===== config.mk =====
export PLATFORM = sky130hd
export DESIGN_NAME = modular_exponentiation_unit
export DESIGN_NICKNAME = d
export VERILOG_FILES = /design/src/rtl/mexp_pkg.sv /design/src/rtl/modular_exponentiation_unit.sv /design/src/rtl/mexp_mul.sv /design/src/rtl/mexp_reduce.sv
export SDC_FILE = /design/constraint.sdc
export NUM_CORES = 2
export LEC_CHECK = 0
export ABC_AREA = 0
export BUFFER_PORTS_ARGS = -buffer_cell sky130_fd_sc_hd__buf_4
export CAP_MARGIN = 30
export CELL_PAD_IN_SITES_DETAIL_PLACEMENT = 0
export CELL_PAD_IN_SITES_GLOBAL_PLACEMENT = 1
export CORE_UTILIZATION = 47
export CTS_CLUSTER_SIZE = 8
export DETAILED_ROUTE_END_ITERATION = 8
export GPL_TIMING_DRIVEN = 0
export PLACE_DENSITY_LB_ADDON = 0.1
export REMOVE_ABC_BUFFERS = 1
export SLEW_MARGIN = 20
export SYNTH_ARGS = -nofsm -noshare
export SYNTH_HDL_FRONTEND = slang
export SYNTH_SLANG_ARGS = --single-unit

===== constraint.sdc =====
create_clock -name clock -period 9.4 [get_ports clock]
set_clock_uncertainty 0.05 [all_clocks]
set_input_delay 1.88 -clock clock [delete_from_list [all_inputs] [get_ports clock]]
set_output_delay 1.88 -clock clock [all_outputs]
set_load 0.01 [all_outputs]

===== src/rtl/mexp_pkg.sv =====
// -----------------------------------------------------------------------------
// mexp_pkg: shared widths and types for the modular exponentiation unit
// Holds operand widths and the status word passed from the reduction unit.
// -----------------------------------------------------------------------------
package mexp_pkg;

   localparam int WORD_W = 32;
   localparam int PROD_W = 2 * WORD_W;
   localparam int EXP_W  = 63;
   localparam int CNT_W  = $clog2(PROD_W);

   typedef logic [WORD_W-1:0] word_type;
   typedef logic [PROD_W-1:0] prod_type;
   typedef logic [EXP_W-1:0]  exp_type;

   // status of the reduction unit: done pulses for one cycle with a valid remainder
   typedef struct packed {
      logic     done;
      word_type remainder;
   } red_status_type;

endpackage


===== src/rtl/modular_exponentiation_unit.sv =====
// -----------------------------------------------------------------------------
// modular_exponentiation_unit: base ** exponent mod m, square and multiply
// Sequencer around one registered multiplier and one shift-subtract reducer.
// -----------------------------------------------------------------------------
// Usage:
//   csr_ channel: write the modulus (csr_modulus) while the unit is idle;
//   csr_ready is always high. Reset sets the modulus to 1.
//   req_ channel: one word carries req_base and req_exponent. req_stall is
//   high while an item is in progress, so one item is worked on at a time.
//   rsp_ channel: one word per item, rsp_power_result, held in an output
//   register until taken (rsp_valid high, rsp_stall low). A new request is
//   accepted while that result still waits.
// Sequence: every modular product is a multiply step, a start step, 64
//   reducer steps and a done step, set by the bit-serial reducer; the
//   initial base reduction has no multiply step. With n exponent bits up to
//   the top set bit, an item needs popcount(exponent) + n - 1 modular
//   products after the base reduction. A zero exponent needs only the base
//   reduction and a zero modulus none. The next request is taken the cycle
//   after the result is registered.
// Reset clears the sequencer and output valid; if the receiver stalls a
// finished result, the unit holds its next result until the register frees.
// -----------------------------------------------------------------------------
module modular_exponentiation_unit (
   input  logic                      clock,
   input  logic                      reset,
   // configuration
   input  logic                      csr_valid,
   output logic                      csr_ready,
   input  logic [31:0]               csr_modulus,
   // request
   input  logic                      req_valid,
   output logic                      req_stall,
   input  logic [31:0]               req_base,
   input  logic [62:0]               req_exponent,
   // response
   output logic                      rsp_valid,
   input  logic                      rsp_stall,
   output logic [31:0]               rsp_power_result
);

   typedef enum logic [3:0] {
      ST_IDLE,
      ST_BASE_START,
      ST_BASE_WAIT,
      ST_CHECK,
      ST_ACC_MUL,
      ST_ACC_START,
      ST_ACC_WAIT,
      ST_SQ_MUL,
      ST_SQ_START,
      ST_SQ_WAIT,
      ST_DONE
   } state_type;

   state_type                 state_ff, state_in;
   mexp_pkg::word_type        modulus_ff, modulus_in;
   mexp_pkg::word_type        base_ff, base_in;
   mexp_pkg::word_type        acc_ff, acc_in;
   mexp_pkg::exp_type         exp_ff, exp_in;
   logic                      rsp_valid_ff, rsp_valid_in;
   mexp_pkg::word_type        result_ff, result_in;

   mexp_pkg::word_type        mul_a;
   mexp_pkg::prod_type        product;
   logic                      red_start;
   mexp_pkg::prod_type        red_operand;
   mexp_pkg::red_status_type  red_status;
   logic                      accept;
   logic                      out_free;

   assign csr_ready = 1'b1;
   assign req_stall = (state_ff != ST_IDLE);
   assign accept    = req_valid && !req_stall;
   assign out_free  = !rsp_valid_ff || !rsp_stall;

   // multiply the accumulator by the base, or square the base
   assign mul_a = (state_ff == ST_ACC_MUL) ? acc_ff : base_ff;

   mexp_mul u_mul (
      .clock   (clock),
      .op_a    (mul_a),
      .op_b    (base_ff),
      .product (product)
   );

   assign red_start   = (state_ff == ST_BASE_START) || (state_ff == ST_ACC_START) ||
                        (state_ff == ST_SQ_START);
   assign red_operand = (state_ff == ST_BASE_START) ?
                        {{mexp_pkg::WORD_W{1'b0}}, base_ff} : product;

   mexp_reduce u_reduce (
      .clock   (clock),
      .reset   (reset),
      .start   (red_start),
      .operand (red_operand),
      .modulus (modulus_ff),
      .status  (red_status)
   );

   always_comb begin
      state_in     = state_ff;
      modulus_in   = modulus_ff;
      base_in      = base_ff;
      acc_in       = acc_ff;
      exp_in       = exp_ff;
      result_in    = result_ff;
      rsp_valid_in = rsp_valid_ff && rsp_stall;

      if (csr_valid && csr_ready) begin
         modulus_in = csr_modulus;
      end

      unique case (state_ff)
         ST_IDLE: begin
            if (accept) begin
               base_in = req_base;
               exp_in  = req_exponent;
               // 1 mod m: zero for a modulus of one or zero
               acc_in  = (modulus_ff > mexp_pkg::word_type'(1)) ?
                         mexp_pkg::word_type'(1) : '0;
               if (modulus_ff == '0) begin
                  state_in = ST_DONE;
               end else begin
                  state_in = ST_BASE_START;
               end
            end
         end
         ST_BASE_START: begin
            state_in = ST_BASE_WAIT;
         end
         ST_BASE_WAIT: begin
            if (red_status.done) begin
               base_in  = red_status.remainder;
               state_in = ST_CHECK;
            end
         end
         ST_CHECK: begin
            priority if (exp_ff == '0) begin
               state_in = ST_DONE;
            end else if (exp_ff[0]) begin
               state_in = ST_ACC_MUL;
            end else begin
               state_in = ST_SQ_MUL;
            end
         end
         ST_ACC_MUL: begin
            state_in = ST_ACC_START;
         end
         ST_ACC_START: begin
            state_in = ST_ACC_WAIT;
         end
         ST_ACC_WAIT: begin
            if (red_status.done) begin
               acc_in = red_status.remainder;
               // skip the last squaring, nothing uses it
               if (exp_ff[mexp_pkg::EXP_W-1:1] == '0) begin
                  exp_in   = '0;
                  state_in = ST_DONE;
               end else begin
                  state_in = ST_SQ_MUL;
               end
            end
         end
         ST_SQ_MUL: begin
            state_in = ST_SQ_START;
         end
         ST_SQ_START: begin
            state_in = ST_SQ_WAIT;
         end
         ST_SQ_WAIT: begin
            if (red_status.done) begin
               base_in  = red_status.remainder;
               exp_in   = {1'b0, exp_ff[mexp_pkg::EXP_W-1:1]};
               state_in = ST_CHECK;
            end
         end
         ST_DONE: begin
            // hold until the output register frees
            if (out_free) begin
               result_in    = acc_ff;
               rsp_valid_in = 1'b1;
               state_in     = ST_IDLE;
            end
         end
         default: begin
            state_in = ST_IDLE;
         end
      endcase
   end

   always_ff @(posedge clock) begin
      if (reset) begin
         state_ff     <= ST_IDLE;
         modulus_ff   <= mexp_pkg::word_type'(1);
         rsp_valid_ff <= 1'b0;
      end else begin
         state_ff     <= state_in;
         modulus_ff   <= modulus_in;
         rsp_valid_ff <= rsp_valid_in;
      end
      base_ff   <= base_in;
      acc_ff    <= acc_in;
      exp_ff    <= exp_in;
      result_ff <= result_in;
   end

   assign rsp_valid        = rsp_valid_ff;
   assign rsp_power_result = result_ff;

endmodule


===== src/rtl/mexp_mul.sv =====
// -----------------------------------------------------------------------------
// mexp_mul: registered 32 x 32 multiplier
// Forms the full 64-bit unsigned product, registered, so it is available in the cycle after the operands.
// -----------------------------------------------------------------------------
module mexp_mul (
   input  logic               clock,
   input  mexp_pkg::word_type op_a,
   input  mexp_pkg::word_type op_b,
   output mexp_pkg::prod_type product
);

   mexp_pkg::prod_type product_ff;
   mexp_pkg::prod_type product_in;

   assign product_in = mexp_pkg::prod_type'(op_a) * mexp_pkg::prod_type'(op_b);

   always_ff @(posedge clock) begin
      product_ff <= product_in;
   end

   assign product = product_ff;

endmodule


===== src/rtl/mexp_reduce.sv =====
// -----------------------------------------------------------------------------
// mexp_reduce: sequential shift-subtract reduction
// Reduces a 64-bit operand modulo a 32-bit modulus, one dividend bit per cycle.
// -----------------------------------------------------------------------------
module mexp_reduce (
   input  logic                        clock,
   input  logic                        reset,
   input  logic                        start,
   input  mexp_pkg::prod_type          operand,
   input  mexp_pkg::word_type          modulus,
   output mexp_pkg::red_status_type    status
);

   logic                            busy_ff, busy_in;
   logic                            done_ff, done_in;
   logic [mexp_pkg::CNT_W-1:0]      count_ff, count_in;
   mexp_pkg::prod_type              x_ff, x_in;
   mexp_pkg::word_type              rem_ff, rem_in;
   logic [mexp_pkg::WORD_W:0]       trial;
   logic [mexp_pkg::WORD_W:0]       diff;

   // shift in the next dividend bit, subtract the modulus when it fits
   assign trial = {rem_ff, x_ff[mexp_pkg::PROD_W-1]};
   assign diff  = trial - {1'b0, modulus};

   always_comb begin
      busy_in  = busy_ff;
      done_in  = 1'b0;
      count_in = count_ff;
      x_in     = x_ff;
      rem_in   = rem_ff;
      if (start) begin
         busy_in  = 1'b1;
         count_in = '0;
         x_in     = operand;
         rem_in   = '0;
      end else if (busy_ff) begin
         x_in     = {x_ff[mexp_pkg::PROD_W-2:0], 1'b0};
         rem_in   = (trial >= {1'b0, modulus}) ? diff[mexp_pkg::WORD_W-1:0]
                                               : trial[mexp_pkg::WORD_W-1:0];
         count_in = count_ff + 1'b1;
         if (count_ff == {mexp_pkg::CNT_W{1'b1}}) begin
            busy_in = 1'b0;
            done_in = 1'b1;
         end
      end
   end

   always_ff @(posedge clock) begin
      if (reset) begin
         busy_ff  <= 1'b0;
         done_ff  <= 1'b0;
         count_ff <= '0;
      end else begin
         busy_ff  <= busy_in;
         done_ff  <= done_in;
         count_ff <= count_in;
      end
      x_ff   <= x_in;
      rem_ff <= rem_in;
   end

   assign status.done      = done_ff;
   assign status.remainder = rem_ff;

endmodule


Word-level counts from Yosys, hierarchy flattened
Index checks and enable logic that the tools add are counted.
{ "word_totals": {"register_bits": 364, "in_bits": 132, "out_inout_bits": 35, "wordCells": 92} }
{ "classes": {"addsub": 2, "multipliers": 1, "magnitude_cmp": 2, "n_eq_ne": 17, "muxes": 31, "bitwise_logic": 1, "reduce_logical": 25} }
{ "op_table": {"columns": ["cell", "count"], "rows": [
  ["$mux 63", 4],
  ["$mux 64", 3],
  ["$pmux 63 s3", 1],
  ["$mux 32", 5],
  ["$pmux 32 s2", 2],
  ["$mul 32x32->64", 1],
  ["$logic_not 63->1", 1],
  ["$logic_not 62->1", 1],
  ["$pmux 4 s10", 1],
  ["$ge 33x32->1", 1],
  ["$gt 32x1->1 const B", 1],
  ["$logic_not 32->1", 1],
  ["$sub 32x32->32", 1],
  ["$mux 4", 7],
  ["$eq 4x3->1 const B", 4],
  ["$eq 4x4->1 const B", 3],
  ["$eq 4x2->1 const B", 2],
  ["$mux 1", 7],
  ["$add 6x1->6 const B", 1],
  ["$eq 6x6->1 const B", 1],
  ["$ne 2x1->1 const B", 3],
  ["$ne 2x2->1 const B", 3],
  ["$reduce_and 3->1", 2],
  ["$reduce_bool 2->1", 3],
  ["other kinds (14)", 20]
]} }

Longest topological paths before layout
{ "depth": {"depth_word": 5, "mapped_depth": 37, "depth_no_buf": 32} }

Modules after synthesis
Synthesis repeated with hierarchy kept, for this count alone.
{ "hier_totals": {"hier_cells": 5013, "hier_area_um2": 49935.4} }
{ "by_module_without_submodules": {"columns": ["module", "n_inst", "cells_each", "area_per_inst_um2", "seq_area_each_um2"], "rows": [
  ["mexp_mul", 1, 3792, 34824.6, 1281.2],
  ["modular_exponentiation_unit", 1, 630, 8921.1, 5515.3],
  ["mexp_reduce", 1, 591, 6189.7, 2722.6]
]} }

Least setup slack after synthesis
Ideal clock, no wire load.
{ "synth_timing": {"kind": "register to register", "from": "register state_ff[3]", "to": "register u_mul.product_ff[60] (netlist: u_mul.product[60])", "setup_ps": 124, "arrival_time_ps": 8613, "t_required_ps": 9226, "slack_ps": 613, "stages_incl_launch_ff": 34, "n_path_buf": 5, "synth_period_minus_slack_ps": 8787, "path_cell_list": "dfxtp_1 > clkbuf_1 > nor2_1 > nand3b_1 > clkbuf_1 > clkbuf_1 > mux2_2 > clkbuf_1 > and2_1 > fa_1 > inv_1 > fa_1 > fa_1 > fa_1 > inv_1 > fa_1 > fa_1 > fa_1 > inv_1 > fa_1 > inv_1 > ha_1 > buf_2 > a21o_1 > a21oi_1 > o21ai_1 > a311oi_1 > o21ai_0 > or2_1 > a221o_1 > a31oi_1 > o31ai_1 > a31oi_1 > xnor2_1"} }
{ "synth_between": {"elab_chain_cells": 3} }
{ "synth_lines": {"columns": ["item", "line_no", "source"], "rows": [
  ["start: declaration", "modular_exponentiation_unit.sv:55", "state_type state_ff, state_in;"],
  ["start signal: assignment", "modular_exponentiation_unit.sv:197", "state_ff <= state_in;"],
  ["$eq 4x3->1", "modular_exponentiation_unit.sv:77", "assign mul_a = (state_ff == ST_ACC_MUL) ? acc_ff : base_ff;"],
  ["$mux 32", "modular_exponentiation_unit.sv:77", null],
  ["$mul 32x32->64", "mexp_mul.sv:15", "assign product_in = mexp_pkg::prod_type'(op_a) * mexp_pkg::prod_type'(op_b);"],
  ["via u_mul.product_in[60]", "mexp_mul.sv:13", "mexp_pkg::prod_type product_in;"],
  ["end signal: assignment", "mexp_mul.sv:18", "product_ff <= product_in;"],
  ["end: declaration", "mexp_mul.sv:12", "mexp_pkg::prod_type product_ff;"]
]} }
The timed path passes the listed nets, and every way through them passes these cells.
A chain may end at the register's enable or synchronous reset.

Worst setup path in the final report
{ "layout_timing": {"from": "register state_ff[1]", "to": "register u_mul.product_ff[60] (netlist: u_mul.product[60])"} }
Same word-level chain as after synthesis.

==> reports/metrics.yaml <==
sta:
  slew_viol_final: 0
  final-hold-violation-count: 0
  rsz0062_at_grt: "false"
  fin_tns_setup_ns: 0
  period_share_pct: 96.5
  period_needed_ns: 9.07
  fin_hold_ws_ns: 0.446
  final-setup-viol-count: 0
  setup_ws_ns: 0.327
  relSlewSlack_pct: 34.0
  fmax_mhz: 110
  worstMarginPinSlew_ns: 0.981
critical_path:
  cpMostUsedCell: "fa_1"
  cp.required_ns: 9.85
  crit_path_max_incr_delay_ns: 0.59
  critPathMaxFanout: 17
  r2r_end: "u_mul.product[60]"
  ff2ff_path_depth: 29
  critical_path.startpoint_type: "flop"
  cp_num_buf_inv: 6
  r2r_setup_slack_ns: 0.33
  cp.arrival_ns: 9.53
  path_delay_family: "adder cells"
  crit_slowest_cell: "fa_1"
  crit_type: "reg2reg"
  r2r-start: "state_ff[1]"
  worstSetupEndpointType: "flop"
layout:
  fillerInstances: 9588
  final_core_util_pct: 52.8
  drive_gt1_share_pct: 8.78
  area_delta_synth_final_pct: 11.4
  fin_nets: 6352
drt:
  drt-vias-per-instance: 5.36
  vias: 34600
  avgRoutedWirePerCell_um: 21.3
  drt_iter0_drc: 1988
  first_pass_iters: 5
  drc_errors: 0
  wirelength_um: 138000
  drtAntennaViolNets: 0
place:
  gp_congestion: 0.857
  io_buffers: 165
  dp_hpwl_um: 109000
  dp_slack_ns: -1.11
cts:
  cts_tree: "built"
  cts_buffer_depth: 3
  cts.clk_slew.worst_paths_ns: 0.05
  cts_root_buf: "clkbuf_16"
  cts_buffers: 52
  htreeDepth: 2
  clk-insertion-delay-late_ns: 0.61
  cts.sinks: 364
grt:
  overflow: 0
  antenna_found_initial: 8
  grt_max_degree: 65
  grt_pass1_wl_um: 220000
  grtUsageTotal_pct: 27.0
  grt_pass1_vias: 37400
logic_synthesis:
  netlist_instances: 5010
  synth_edf_count: 223
  avgSynthCellArea_um2: 9.77
  synth_most_common_cell: "inv_1"
  async_flop_share_pct: 0
  yosysSeqAreaShare_pct: 19.4
  yosysTopAreaCellShare_pct: 36.7
  post_synth_instance_area_um2: 49000
  ys_warn_count: 0
  yosysUniqueCellTypes: 79
  synth_ff_type: "edfxtp_1"
  synth_seq_cells: 364
  synth_commonest_cells: "inv_1, fa_1, and2_1"
  yosys.area.top_type: "fa_1"
  synth_area_leaders: "fa_1, edfxtp_1, and2_1"
die:
  initial_core_util_pct: 47.4
  rows: 118
  core-area_um2: 103000
  ioPinCount: 167
  die_area_um2: 105000
  die_x_um: 325
  die_y_um: 325
hold_path:
  min_to: "rsp_power_result[25]"
  hold_path_depth: 0
  min-delay-start: "acc_ff[25]"
  hp-class: "reg2reg"
outcome:
  outcome: "finished clean"
flow_run:
  max_cap_violations: 0
-- registers in the layout (all words and copies together) (netlist names) --
name / count
u_reduce.x_ff: 64
u_reduce.done_ff: 1
u_reduce.busy_ff: 1
exp_ff: 63
rsp_power_result: 32
u_reduce.rem_ff: 32
u_reduce.count_ff: 6
base_ff: 32
modulus_ff: 32
rsp_valid: 1
state_ff: 4
acc_ff: 32
u_mul.product: 64
-- placed cells by master (no fill, tap or decap), types with 114 or more instances in the layout --
cell type  synthesis  layout
inv_1            907     906
fa_1             897     897
and2_1           616     616
nand2_1          611     610
ha_1             296     290
edfxtp_1         223     223
buf_4              4     173
dfxtp_1          141     136
nor2_1           121     118
a21oi_1          122     114
-- repair_timing --
item                                    4_1_cts  5_1_grt
pin swaps                                     0        5
setup buffers                                 2        6
hold buffers                                  0        0
gates cloned                                  3        1
gates resized for setup                      31       48
endpoints found under the setup margin       34       12
-- layer usage --
layer / vias up / global-route usage (%) / wire length (um)
li1: 15600 / - / -
met2: 804 / 46.3 / 67300
met5: - / 0 / 0
met3: 148 / 2.94 / 6770
met1: 18100 / 37.4 / 61200
met4: 0 / 4.39 / 2220
-- area by class of cell --
class,instances,area [um2],area share [%]
multi-input combinational,3446,35400,65.0
sequential,364,9530,17.5
inverter,907,3410,6.25
timing repair buffer,256,2870,5.26
tap,1380,1730,3.17
clock buffer,90,1490,2.72
clock inverter,4,81.3,0.149
antenna,2,5.00,0.00918
-- worst max-delay path by stage --
stage / cells past startpoint / end / start / slack, ns
floorplan: 28 / u_mul.product[60] / state_ff[0] / -0.15
global placement: 28 / u_mul.product[60] / state_ff[0] / -3.61
detailed placement: 31 / u_mul.product[61] / state_ff[0] / -1.11
CTS: 31 / u_mul.product[60] / state_ff[0] / -0.009
global route: 30 / u_mul.product[60] / state_ff[1] / 0.01
finish: 29 / u_mul.product[60] / state_ff[1] / 0.33
-- worst reg2reg max path: cells and delay by family, from the launching register on --
kind,cells,cell delay [ns]
XOR/XNOR,1,0.17
multiplexers,1,0.44
adder cells (fa/ha/maj),9,4.45
flip-flops,1,0.45
AO/OA/AOI/OAI,9,1.86
AND/OR/NAND/NOR,3,0.65
buffers and inverters,6,0.91
-- kinds of logic (layout without fill, tap and decap cells) --
| group | Yosys count | count (layout) | synth area share [%] |
|---|---|---|---|
| other | 1 | 3 | 0.00766 |
| flip-flops | 364 | 364 | 19.4 |
| adder cells (fa/ha/maj) | 1193 | 1193 | 44.2 |
| buffers and inverters | 1204 | 1257 | 9.29 |
| AO/OA/AOI/OAI | 516 | 516 | 7.26 |
| AND/OR/NAND/NOR | 1528 | 1528 | 15.6 |
| multiplexers | 113 | 117 | 2.48 |
| XOR/XNOR | 91 | 91 | 1.63 |
-- through the flow --
step,instances,cell area [um2]
3_5_place_dp,6341,52400
6_report,6449,54500
3_3_place_gp,6258,50800
5_1_grt,6447,54500
4_1_cts,6440,54200
2_1_floorplan,4713,47800
Power is not shown: default switching activity piles up to over one toggle a cycle in this logic, so the estimate is an artifact.
